===== config.mk =====
export PLATFORM = sky130hd
export DESIGN_NAME = grid_path_count_obstacles_flat
export DESIGN_NICKNAME = d
export VERILOG_FILES = /design/src/sv/gpc_pkg.sv /design/src/sv/gpc_req_if.sv /design/src/sv/gpc_rsp_if.sv /design/src/sv/gpc_row_ram.sv /design/src/sv/gpc_cell_seq.sv /design/src/sv/grid_path_count_obstacles.sv /design/src/flat_wrapper.sv
export SDC_FILE = /design/constraint.sdc
export NUM_CORES = 2
export LEC_CHECK = 0
export BUFFER_PORTS_ARGS = -buffer_cell sky130_fd_sc_hd__clkbuf_2
export CELL_PAD_IN_SITES_DETAIL_PLACEMENT = 1
export CELL_PAD_IN_SITES_GLOBAL_PLACEMENT = 1
export CORE_MARGIN = 2
export CORE_UTILIZATION = 33
export DETAILED_ROUTE_END_ITERATION = 8
export PLACE_DENSITY_LB_ADDON = 0.2
export SKIP_CTS_REPAIR_TIMING = 1
export SLEW_MARGIN = 40
export SYNTH_ARGS = -nofsm -noshare
export SYNTH_HDL_FRONTEND = slang
export SYNTH_MEMORY_MAX_BITS = 65536
export SYNTH_SLANG_ARGS = --single-unit

===== constraint.sdc =====
create_clock -name clock -period 11.4 [get_ports clock]
set_input_delay 0 -clock clock [delete_from_list [all_inputs] [get_ports clock]]
set_output_delay 0 -clock clock [all_outputs]
set_load 0.05 [all_outputs]

===== src/sv/gpc_pkg.sv =====
// shared types, constants and helper functions for the grid path counter
// no dependencies
`timescale 1ns / 1ps

package gpc_pkg;

   localparam int MAX_COLS   = 128;
   localparam int MAX_ROWS   = 128;
   localparam int COUNT_BITS = 32;
   localparam int DIM_BITS   = 8;
   localparam int COL_BITS   = $clog2(MAX_COLS);
   localparam int ROW_BITS   = $clog2(MAX_ROWS);

   localparam logic [COUNT_BITS-1:0] COUNT_MAX = '1;

   typedef enum logic {
      CSR_GRID_ROWS = 1'b0,
      CSR_GRID_COLS = 1'b1
   } csr_index_type;

   typedef struct packed {
      logic                  sat;
      logic [COUNT_BITS-1:0] count;
   } cell_type;

   typedef struct packed {
      logic [COL_BITS-1:0] col;
      logic [ROW_BITS-1:0] row;
      logic                finish;
   } pos_type;

   // last column index in use for a raw register value
   function automatic logic [COL_BITS-1:0] col_last(input logic [DIM_BITS-1:0] v);
      logic [COL_BITS-1:0] r;
      if (v == '0) begin
         r = '0;
      end else if (32'(v) > MAX_COLS) begin
         r = COL_BITS'(MAX_COLS - 1);
      end else begin
         r = COL_BITS'(v - DIM_BITS'(1));
      end
      return r;
   endfunction

   // last row index in use for a raw register value
   function automatic logic [ROW_BITS-1:0] row_last(input logic [DIM_BITS-1:0] v);
      logic [ROW_BITS-1:0] r;
      if (v == '0) begin
         r = '0;
      end else if (32'(v) > MAX_ROWS) begin
         r = ROW_BITS'(MAX_ROWS - 1);
      end else begin
         r = ROW_BITS'(v - DIM_BITS'(1));
      end
      return r;
   endfunction

endpackage


===== src/sv/gpc_req_if.sv =====
// request channel: one grid cell word with its obstacle bit
// depends on gpc_pkg
`timescale 1ns / 1ps

interface gpc_req_if;
   import gpc_pkg::*;

   logic valid;
   logic ready;
   logic blocked;

   modport source (output valid, output blocked, input ready);
   modport sink (input valid, input blocked, output ready);
endinterface


===== src/sv/gpc_rsp_if.sv =====
// response channel: one path count word per cell
// depends on gpc_pkg
`timescale 1ns / 1ps

interface gpc_rsp_if;
   import gpc_pkg::*;

   logic                  valid;
   logic                  ready;
   logic [COUNT_BITS-1:0] path_count;
   logic                  saturated;
   logic                  finish;

   modport source (output valid, output path_count, output saturated, output finish,
                   input ready);
   modport sink (input valid, input path_count, input saturated, input finish,
                 output ready);
endinterface


===== src/sv/gpc_row_ram.sv =====
// row buffer: counts of the previous row, one write and one registered read port
// depends on gpc_pkg
`timescale 1ns / 1ps

module gpc_row_ram
   import gpc_pkg::*;
(
   input  logic                clock,
   input  logic                wr_en,
   input  logic [COL_BITS-1:0] wr_addr,
   input  cell_type            wr_data,
   input  logic                rd_en,
   input  logic [COL_BITS-1:0] rd_addr,
   output cell_type            rd_data
);

   cell_type mem [MAX_COLS];
   cell_type rd_data_ff;

   always_ff @(posedge clock) begin
      if (wr_en) begin
         mem[wr_addr] <= wr_data;
      end
   end

   always_ff @(posedge clock) begin
      if (rd_en) begin
         rd_data_ff <= mem[rd_addr];
      end
   end

   assign rd_data = rd_data_ff;

endmodule


===== src/sv/gpc_cell_seq.sv =====
// grid size registers and row-major position counters
// depends on gpc_pkg
`timescale 1ns / 1ps

module gpc_cell_seq
   import gpc_pkg::*;
(
   input  logic                clock,
   input  logic                reset,
   input  logic                csr_we,
   input  csr_index_type       csr_index,
   input  logic [DIM_BITS-1:0] csr_wdata,
   input  logic                advance,
   output pos_type             pos
);

   logic [DIM_BITS-1:0] rows_ff, rows_in;
   logic [DIM_BITS-1:0] cols_ff, cols_in;
   logic [COL_BITS-1:0] col_ff, col_in;
   logic [ROW_BITS-1:0] row_ff, row_in;
   logic [COL_BITS-1:0] cols_last;
   logic [ROW_BITS-1:0] rows_last;

   assign cols_last = col_last(cols_ff);
   assign rows_last = row_last(rows_ff);

   always_comb begin
      rows_in = rows_ff;
      cols_in = cols_ff;
      col_in  = col_ff;
      row_in  = row_ff;
      if (csr_we) begin
         case (csr_index)
            CSR_GRID_ROWS: rows_in = csr_wdata;
            CSR_GRID_COLS: cols_in = csr_wdata;
            default: ;
         endcase
         col_in = '0;
         row_in = '0;
      end else if (advance) begin
         if (col_ff == cols_last) begin
            col_in = '0;
            row_in = (row_ff == rows_last) ? '0 : row_ff + ROW_BITS'(1);
         end else begin
            col_in = col_ff + COL_BITS'(1);
         end
      end
   end

   always_ff @(posedge clock) begin
      if (reset) begin
         rows_ff <= DIM_BITS'(1);
         cols_ff <= DIM_BITS'(1);
         col_ff  <= '0;
         row_ff  <= '0;
      end else begin
         rows_ff <= rows_in;
         cols_ff <= cols_in;
         col_ff  <= col_in;
         row_ff  <= row_in;
      end
   end

   assign pos.col    = col_ff;
   assign pos.row    = row_ff;
   assign pos.finish = (col_ff == cols_last) && (row_ff == rows_last);

endmodule


===== src/sv/grid_path_count_obstacles.sv =====
// top level: grid path counter with obstacles, row buffer datapath and output register
// depends on gpc_pkg, gpc_req_if, gpc_rsp_if, gpc_row_ram, gpc_cell_seq
`timescale 1ns / 1ps

// Takes one grid cell per clock in row-major order and returns its monotone path count
// through the compute stage and an output register; a stalled response holds one cell in the
// compute stage and blocks the request side only when that stage cannot drain. The count
// from the row above comes from a one-port-write, one-port-read row buffer with a registered
// read; a read of the column being written in the same cycle (single-column grids) is
// forwarded. Counts saturate at the all-ones value and raise saturated. Writing either
// size register restarts the grid at the top-left cell; write only while idle.
module grid_path_count_obstacles
   import gpc_pkg::*;
(
   input  logic                clock,
   input  logic                reset,
   gpc_req_if.sink             req_if,
   gpc_rsp_if.source           rsp_if,
   input  logic                csr_we,
   input  csr_index_type       csr_index,
   input  logic [DIM_BITS-1:0] csr_wdata
);

   pos_type  pos;
   logic     req_accept;
   logic     s1_adv;

   logic     s1_valid_ff, s1_valid_in;
   logic     s1_blocked_ff;
   pos_type  s1_pos_ff;
   logic     fwd_valid_ff, fwd_valid_in;
   cell_type fwd_cell_ff;
   cell_type left_ff;
   logic     out_valid_ff, out_valid_in;
   cell_type out_cell_ff;
   logic     out_finish_ff;

   cell_type ram_rdata;
   cell_type up_cell;
   cell_type result;
   logic [COUNT_BITS:0] sum;
   logic [COUNT_BITS-1:0] up_cnt, left_cnt;
   logic     up_sat, left_sat;

   gpc_cell_seq u_seq (
      .clock     (clock),
      .reset     (reset),
      .csr_we    (csr_we),
      .csr_index (csr_index),
      .csr_wdata (csr_wdata),
      .advance   (req_accept),
      .pos       (pos)
   );

   gpc_row_ram u_ram (
      .clock   (clock),
      .wr_en   (s1_adv),
      .wr_addr (s1_pos_ff.col),
      .wr_data (result),
      .rd_en   (req_accept),
      .rd_addr (pos.col),
      .rd_data (ram_rdata)
   );

   assign s1_adv        = s1_valid_ff && (!out_valid_ff || rsp_if.ready);
   assign req_if.ready  = !s1_valid_ff || s1_adv;
   assign req_accept    = req_if.valid && req_if.ready;

   // compute stage
   assign up_cell  = fwd_valid_ff ? fwd_cell_ff : ram_rdata;
   assign up_cnt   = (s1_pos_ff.row != '0) ? up_cell.count : '0;
   assign up_sat   = (s1_pos_ff.row != '0) && up_cell.sat;
   assign left_cnt = (s1_pos_ff.col != '0) ? left_ff.count : '0;
   assign left_sat = (s1_pos_ff.col != '0) && left_ff.sat;
   assign sum      = {1'b0, up_cnt} + {1'b0, left_cnt};

   always_comb begin
      if (s1_blocked_ff) begin
         result.count = '0;
         result.sat   = 1'b0;
      end else if (s1_pos_ff.row == '0 && s1_pos_ff.col == '0) begin
         result.count = COUNT_BITS'(1);
         result.sat   = 1'b0;
      end else if (sum[COUNT_BITS]) begin
         result.count = COUNT_MAX;
         result.sat   = 1'b1;
      end else begin
         result.count = sum[COUNT_BITS-1:0];
         result.sat   = up_sat || left_sat;
      end
   end

   always_comb begin
      s1_valid_in  = req_accept ? 1'b1 : (s1_adv ? 1'b0 : s1_valid_ff);
      fwd_valid_in = req_accept ? (s1_adv && (s1_pos_ff.col == pos.col))
                                : (s1_adv ? 1'b0 : fwd_valid_ff);
      out_valid_in = s1_adv ? 1'b1 : (rsp_if.ready ? 1'b0 : out_valid_ff);
   end

   always_ff @(posedge clock) begin
      if (reset) begin
         s1_valid_ff  <= 1'b0;
         fwd_valid_ff <= 1'b0;
         out_valid_ff <= 1'b0;
         left_ff      <= '0;
      end else begin
         s1_valid_ff  <= s1_valid_in;
         fwd_valid_ff <= fwd_valid_in;
         out_valid_ff <= out_valid_in;
         if (s1_adv) begin
            left_ff <= result;
         end
      end
   end

   always_ff @(posedge clock) begin
      if (req_accept) begin
         s1_blocked_ff <= req_if.blocked;
         s1_pos_ff     <= pos;
         fwd_cell_ff   <= result;
      end
      if (s1_adv) begin
         out_cell_ff   <= result;
         out_finish_ff <= s1_pos_ff.finish;
      end
   end

   assign rsp_if.valid      = out_valid_ff;
   assign rsp_if.path_count = out_cell_ff.count;
   assign rsp_if.saturated  = out_cell_ff.sat;
   assign rsp_if.finish     = out_finish_ff;

`ifndef SYNTHESIS
   // a compute stage word that drains always lands in the output register
   a_drain_to_out: assert property (@(posedge clock) disable iff (reset)
      s1_adv |=> out_valid_ff)
      else $error("compute stage drained without output word");

   // forwarded row data only pends for a word held in the compute stage
   a_fwd_owned: assert property (@(posedge clock) disable iff (reset)
      fwd_valid_ff |-> s1_valid_ff)
      else $error("forward pending with empty compute stage");

   // a saturated word always carries the clipped maximum
   a_sat_max: assert property (@(posedge clock) disable iff (reset)
      (out_valid_ff && out_cell_ff.sat) |-> (out_cell_ff.count == COUNT_MAX))
      else $error("saturated word below maximum");
`endif

endmodule


===== src/flat_wrapper.sv =====
// flat-port wrapper written by rule: the top's interface ports become plain ports
module grid_path_count_obstacles_flat import gpc_pkg::*;
  (clock, reset, csr_we, csr_index, csr_wdata, req_if_valid, req_if_blocked, req_if_ready, rsp_if_valid, rsp_if_path_count, rsp_if_saturated, rsp_if_finish, rsp_if_ready);
  gpc_req_if req_if_i ();
  gpc_rsp_if rsp_if_i ();
  input  logic clock;
  input  logic reset;
  input  logic csr_we;
  input  csr_index_type csr_index;
  input  logic [DIM_BITS-1:0] csr_wdata;
  input wire logic [$bits(req_if_i.valid)-1:0] req_if_valid;
  input wire logic [$bits(req_if_i.blocked)-1:0] req_if_blocked;
  output wire logic [$bits(req_if_i.ready)-1:0] req_if_ready;
  output wire logic [$bits(rsp_if_i.valid)-1:0] rsp_if_valid;
  output wire logic [$bits(rsp_if_i.path_count)-1:0] rsp_if_path_count;
  output wire logic [$bits(rsp_if_i.saturated)-1:0] rsp_if_saturated;
  output wire logic [$bits(rsp_if_i.finish)-1:0] rsp_if_finish;
  input wire logic [$bits(rsp_if_i.ready)-1:0] rsp_if_ready;
  assign req_if_i.valid = req_if_valid;
  assign req_if_i.blocked = req_if_blocked;
  assign req_if_ready = req_if_i.ready;
  assign rsp_if_valid = rsp_if_i.valid;
  assign rsp_if_path_count = rsp_if_i.path_count;
  assign rsp_if_saturated = rsp_if_i.saturated;
  assign rsp_if_finish = rsp_if_i.finish;
  assign rsp_if_i.ready = rsp_if_ready;
  grid_path_count_obstacles u_core (.clock(clock), .reset(reset), .req_if(req_if_i), .rsp_if(rsp_if_i), .csr_we(csr_we), .csr_index(csr_index), .csr_wdata(csr_wdata));
endmodule

==> results.tsv <==
metric	value	unit
outcome	finished, violations left	
failing checks	hold timing	
CTS tree	built	
Initial Utilization	0.3316	
WHS Endpoint	u_core.u_seq.cols_ff[3]$_SDFFE_PP0P_	
Longest Clk Path Bufs	4	
Final period util	0.6161	
1st-iter DRT viols	10820	
H-tree depth	5	
critical path endpoint category	flop	
antenna viol nets, final	0	
static leakage power	59.46	nW
post-synthesis xor/xnor area fraction	0.002468	
clock slew at reported path FFs	0.06	ns
largest net degree at the start of global routing	131	
Clock Root Buffer	clkbuf_16	
max cap viols	0	
synthesized-area fraction occupied by adder cells	0.002909	
clock sinks	4406	
overall routed net length	569.7	mm
Avg Inst Size Synth	23.70	sq um
IO buf count	50	
Async SR Flop Fraction	0	
Fillers	48010	
Post-Synth Simple-Gate Area	0.01576	
worst reg2reg setup slack	4.38	ns
remaining global-route overflow	0	
Yosys cell types	74	
CP max stage delay	0.65	ns
Synth-to-Final Area Change	16.56	%
sequential cell area	131700	sq um
share of the synthesized area in the top cell type	0.7652	
DPL Wire Length	304.7	mm
crit-path cells	nor2_1 > nand2_2 > or4_1 > buf_4 > and2_1 > ha_1 > fa_1 > a21o_1 > a221oi_1 > o2111ai_1 > and4_1 > a211oi_4 > buf_4 > a21oi_4 > buf_4 > buf_4 > buf_16	
CP delay by family, top	compound AO/OA/AOI/OAI gates	
FP Rows	263	
worst r2r dst	u_core.u_ram.mem[66][12]$_DFFE_PP_	
Worst EP required	12.08	ns
FF+latch count, synth	4406	
post-synth top area cell	edfxtp_1	
Clock Skew	0.09752	ns
first-pass GRT wire length	769.2	mm
mapped cell area	170300	sq um
Yosys warning total	0	
final worst setup slack	4.376	ns
gr usage total	0.2155	
die area	521900	sq um
CP Data Arrival Time	7.71	ns
clk_lat worst skew	1.05	ns
CTS Buf Count	460	
number of synthesized flops with an enable pin	4340	
area of the multi-input gates	38390	sq um
R2R depth	17	
fraction of layout cells with a size suffix above 1	0.3295	
DRC errors left	0	
Worst path most repeated cell	buf_4	
unrepaired setup endpoints after global routing	no	
Post-layout nets	7760	
Tmin final	7.024	ns
mux contribution to synthesized area	0.1870	
Slew HR	0.3752	
vias	83890	
slowest CP cell	a211oi_4	
Synth area leaders	edfxtp_1 (77%), mux4_2 (18%), dfxtp_1 (0.78%), clkbuf_1 (0.54%), nor2_1 (0.52%)	
Hold Path Depth	4	
Hold Crit Start	csr_we	
Peak VDD IR	0.1308	mV
WP buf/inv	5	
DR WL/cell	38.01	um
hold crit path type	in2reg	
First-pass DRT Iterations	5	
Synth Area in Compound Gates	0.009035	
GP Congestion	0.8076	
placeable core area	513700	sq um
syn nets	7241	
drt via density	5.598	
die height	722.4	um
element type at the critical path start	flop	
Boundary Pins	51	
endpoints failing hold	4	
final max-slew violation count	0	
dpl ws	4.121	ns
slew of the pin with the lowest slew margin	0.9372	ns
Horiz. Die Dim	722.4	um
Fin Hold WS	-0.008734	ns
initial antenna violation count	31	
sequential-to-total area share from yosys stat	0.7729	
fmax	142.4	MHz
vias in the first global route	85730	
setup_tns	0	ns
# setup viols final	0	
Gate Count Post-Synth	7187	
Worst Path Class, Setup	reg2reg	
CP Max Fanout	64	
reg-to-reg startpoint	u_core.s1_pos_ff[13]$_DFFE_PP_	
PD cells	174.3	nW/um^2
largest family of logic cells by synthesized area	multiplexers	
top_reg_cell synth	edfxtp_1	
## where the power goes
part           leakage, nW  switching [W]  total (W)  internal [W]
Sequential            40.2      0.0000454     0.0181        0.0181
Clock                 7.22        0.00647     0.0150       0.00852
Combinational         12.0       0.000988    0.00150      0.000513
Total                 59.5        0.00751     0.0346        0.0271
## through the flow
stage / cells / util / hold WS (ns) / cell area, sq um / total power (W)
6_report: 14990 / 0.3865 / -0.008734 / 198500 / 0.03460
5_1_grt: 14980 / 0.3864 / 0.008579 / 198500 / 0.03555
4_1_cts: 14920 / 0.3849 / -0.9541 / 197700 / 0.03489
3_5_place_dp: 14080 / 0.3560 / 0.1856 / 182900 / 0.01996
3_3_place_gp: 14010 / 0.3527 / 0.1862 / 181200 / 0.01989
2_1_floorplan: 7187 / - / 0.09887 / 170300 / 0.01943
## final cells by class
type                    count  share of cell area
repair buffers            447             0.02463
clock inverters           283             0.01485
clock buffers             556             0.05990
flip-flops and latches   4406              0.6632
multi-input cells        2371              0.1934
inverters                  20           0.0004286
diodes                     13           0.0001639
well taps                6890             0.04342
## worst max-delay path by stage
| stage | startpoint | endpoint | slack, ns | cells past startpoint |
|---|---|---|---|---|
| final | u_core.s1_pos_ff[13]$_DFFE_PP_ | u_core.u_ram.mem[66][12]$_DFFE_PP_ | 4.38 | 17 |
| after global routing | u_core.s1_pos_ff[13]$_DFFE_PP_ | u_core.u_ram.mem[90][12]$_DFFE_PP_ | 4.07 | 17 |
| after CTS | u_core.s1_pos_ff[13]$_DFFE_PP_ | u_core.u_ram.mem[88][12]$_DFFE_PP_ | 4.08 | 15 |
| after detailed placement | u_core.s1_pos_ff[13]$_DFFE_PP_ | u_core.u_ram.mem[126][12]$_DFFE_PP_ | 4.12 | 15 |
| after global placement | u_core.s1_pos_ff[13]$_DFFE_PP_ | u_core.u_ram.mem[118][28]$_DFFE_PP_ | 4.33 | 16 |
| after floorplan | u_core.s1_pos_ff[5]$_DFFE_PP_ | u_core.fwd_cell_ff[28]$_DFFE_PP_ | 3.00 | 13 |
## metal layers
metal	track usage	wire [um]	vias to the layer above
met1	0.2970	235900	47990
met3	0.03599	39570	634
li1	-	-	31970
met4	0.04709	13180	2
met2	0.3601	281000	3292
met5	0	12	-
## cell usage after synthesis, types with 4 or more instances
cell      number
nand2b_1       7
nor2b_1       11
xnor2_1       21
nand3b_1       4
nand4_1       16
a21o_1         8
and2_1        39
or2_2          7
a211oi_1      10
ha_1          38
nand3_1       42
nor2_1       236
clkbuf_1     243
buf_2         96
nor4_1         9
nor3_1        26
dfxtp_1       66
inv_1         17
o21ai_0       57
o31ai_1        8
and3_1         7
a21boi_0       5
edfxtp_1    4340
mux4_2      1379
o21a_1        10
or4b_2         4
xor2_1        27
o211ai_1       6
nand2_1      145
buf_1         47
or3_1         10
o31a_1         4
a21oi_1       91
a211o_1        4
mux2i_1       43
o22ai_1        4
mux2_2        33
o21bai_1       4
a31oi_1        7
## worst reg2reg max path: stages, from the launching register on
cell and delay, ns:
edfxtp_1 0.54, nor2_1 0.39, nand2_2 0.40, or4_1 0.52, buf_4 0.26, and2_1 0.25
ha_1 0.23, fa_1 0.48, a21o_1 0.23, a221oi_1 0.54, o2111ai_1 0.27, and4_1 0.27
a211oi_4 0.65, buf_4 0.49, a21oi_4 0.30, buf_4 0.33, buf_4 0.24, buf_16 0.20
## layout by cell type, fill, tap and decap left out, drive strengths merged, types with 35 or more instances in the layout
| cell type | n |
|---|---|
| a21oi | 91 |
| and2 | 39 |
| buf | 345 |
| bufinv | 48 |
| clkbuf | 611 |
| clkinv | 206 |
| dfxtp | 66 |
| dlygate4sd3 | 47 |
| edfxtp | 4340 |
| ha | 38 |
| inv | 35 |
| mux2i | 43 |
| mux4 | 1379 |
| nand2 | 145 |
| nand3 | 43 |
| nor2 | 237 |
| o21ai | 58 |
## cells by family after synthesis
group	Yosys count
DFF	4406
muxes	1455
and+or+nand+nor	582
buffers and inverters	410
AOI/OAI and AO/OA	247
xor gates and xnor gates	48
adders and majority gates	39
## flip-flops by register name (all words and copies together) (netlist names)
signal	count
u_core.u_ram.mem	4224
u_core.fwd_cell_ff	33
u_core.left_ff	33
u_core.u_ram.rd_data	33
u_core.rsp_if.path_count	32
u_core.s1_pos_ff	15
u_core.u_seq.cols_ff	8
u_core.u_seq.rows_ff	8
u_core.u_seq.col_ff	7
u_core.u_seq.row_ff	7
u_core.fwd_valid_ff	1
u_core.rsp_if.finish	1
u_core.rsp_if.saturated	1
u_core.rsp_if.valid	1
u_core.s1_blocked_ff	1
u_core.s1_valid_ff	1
Note: power is estimated with default switching activity, not from simulation.
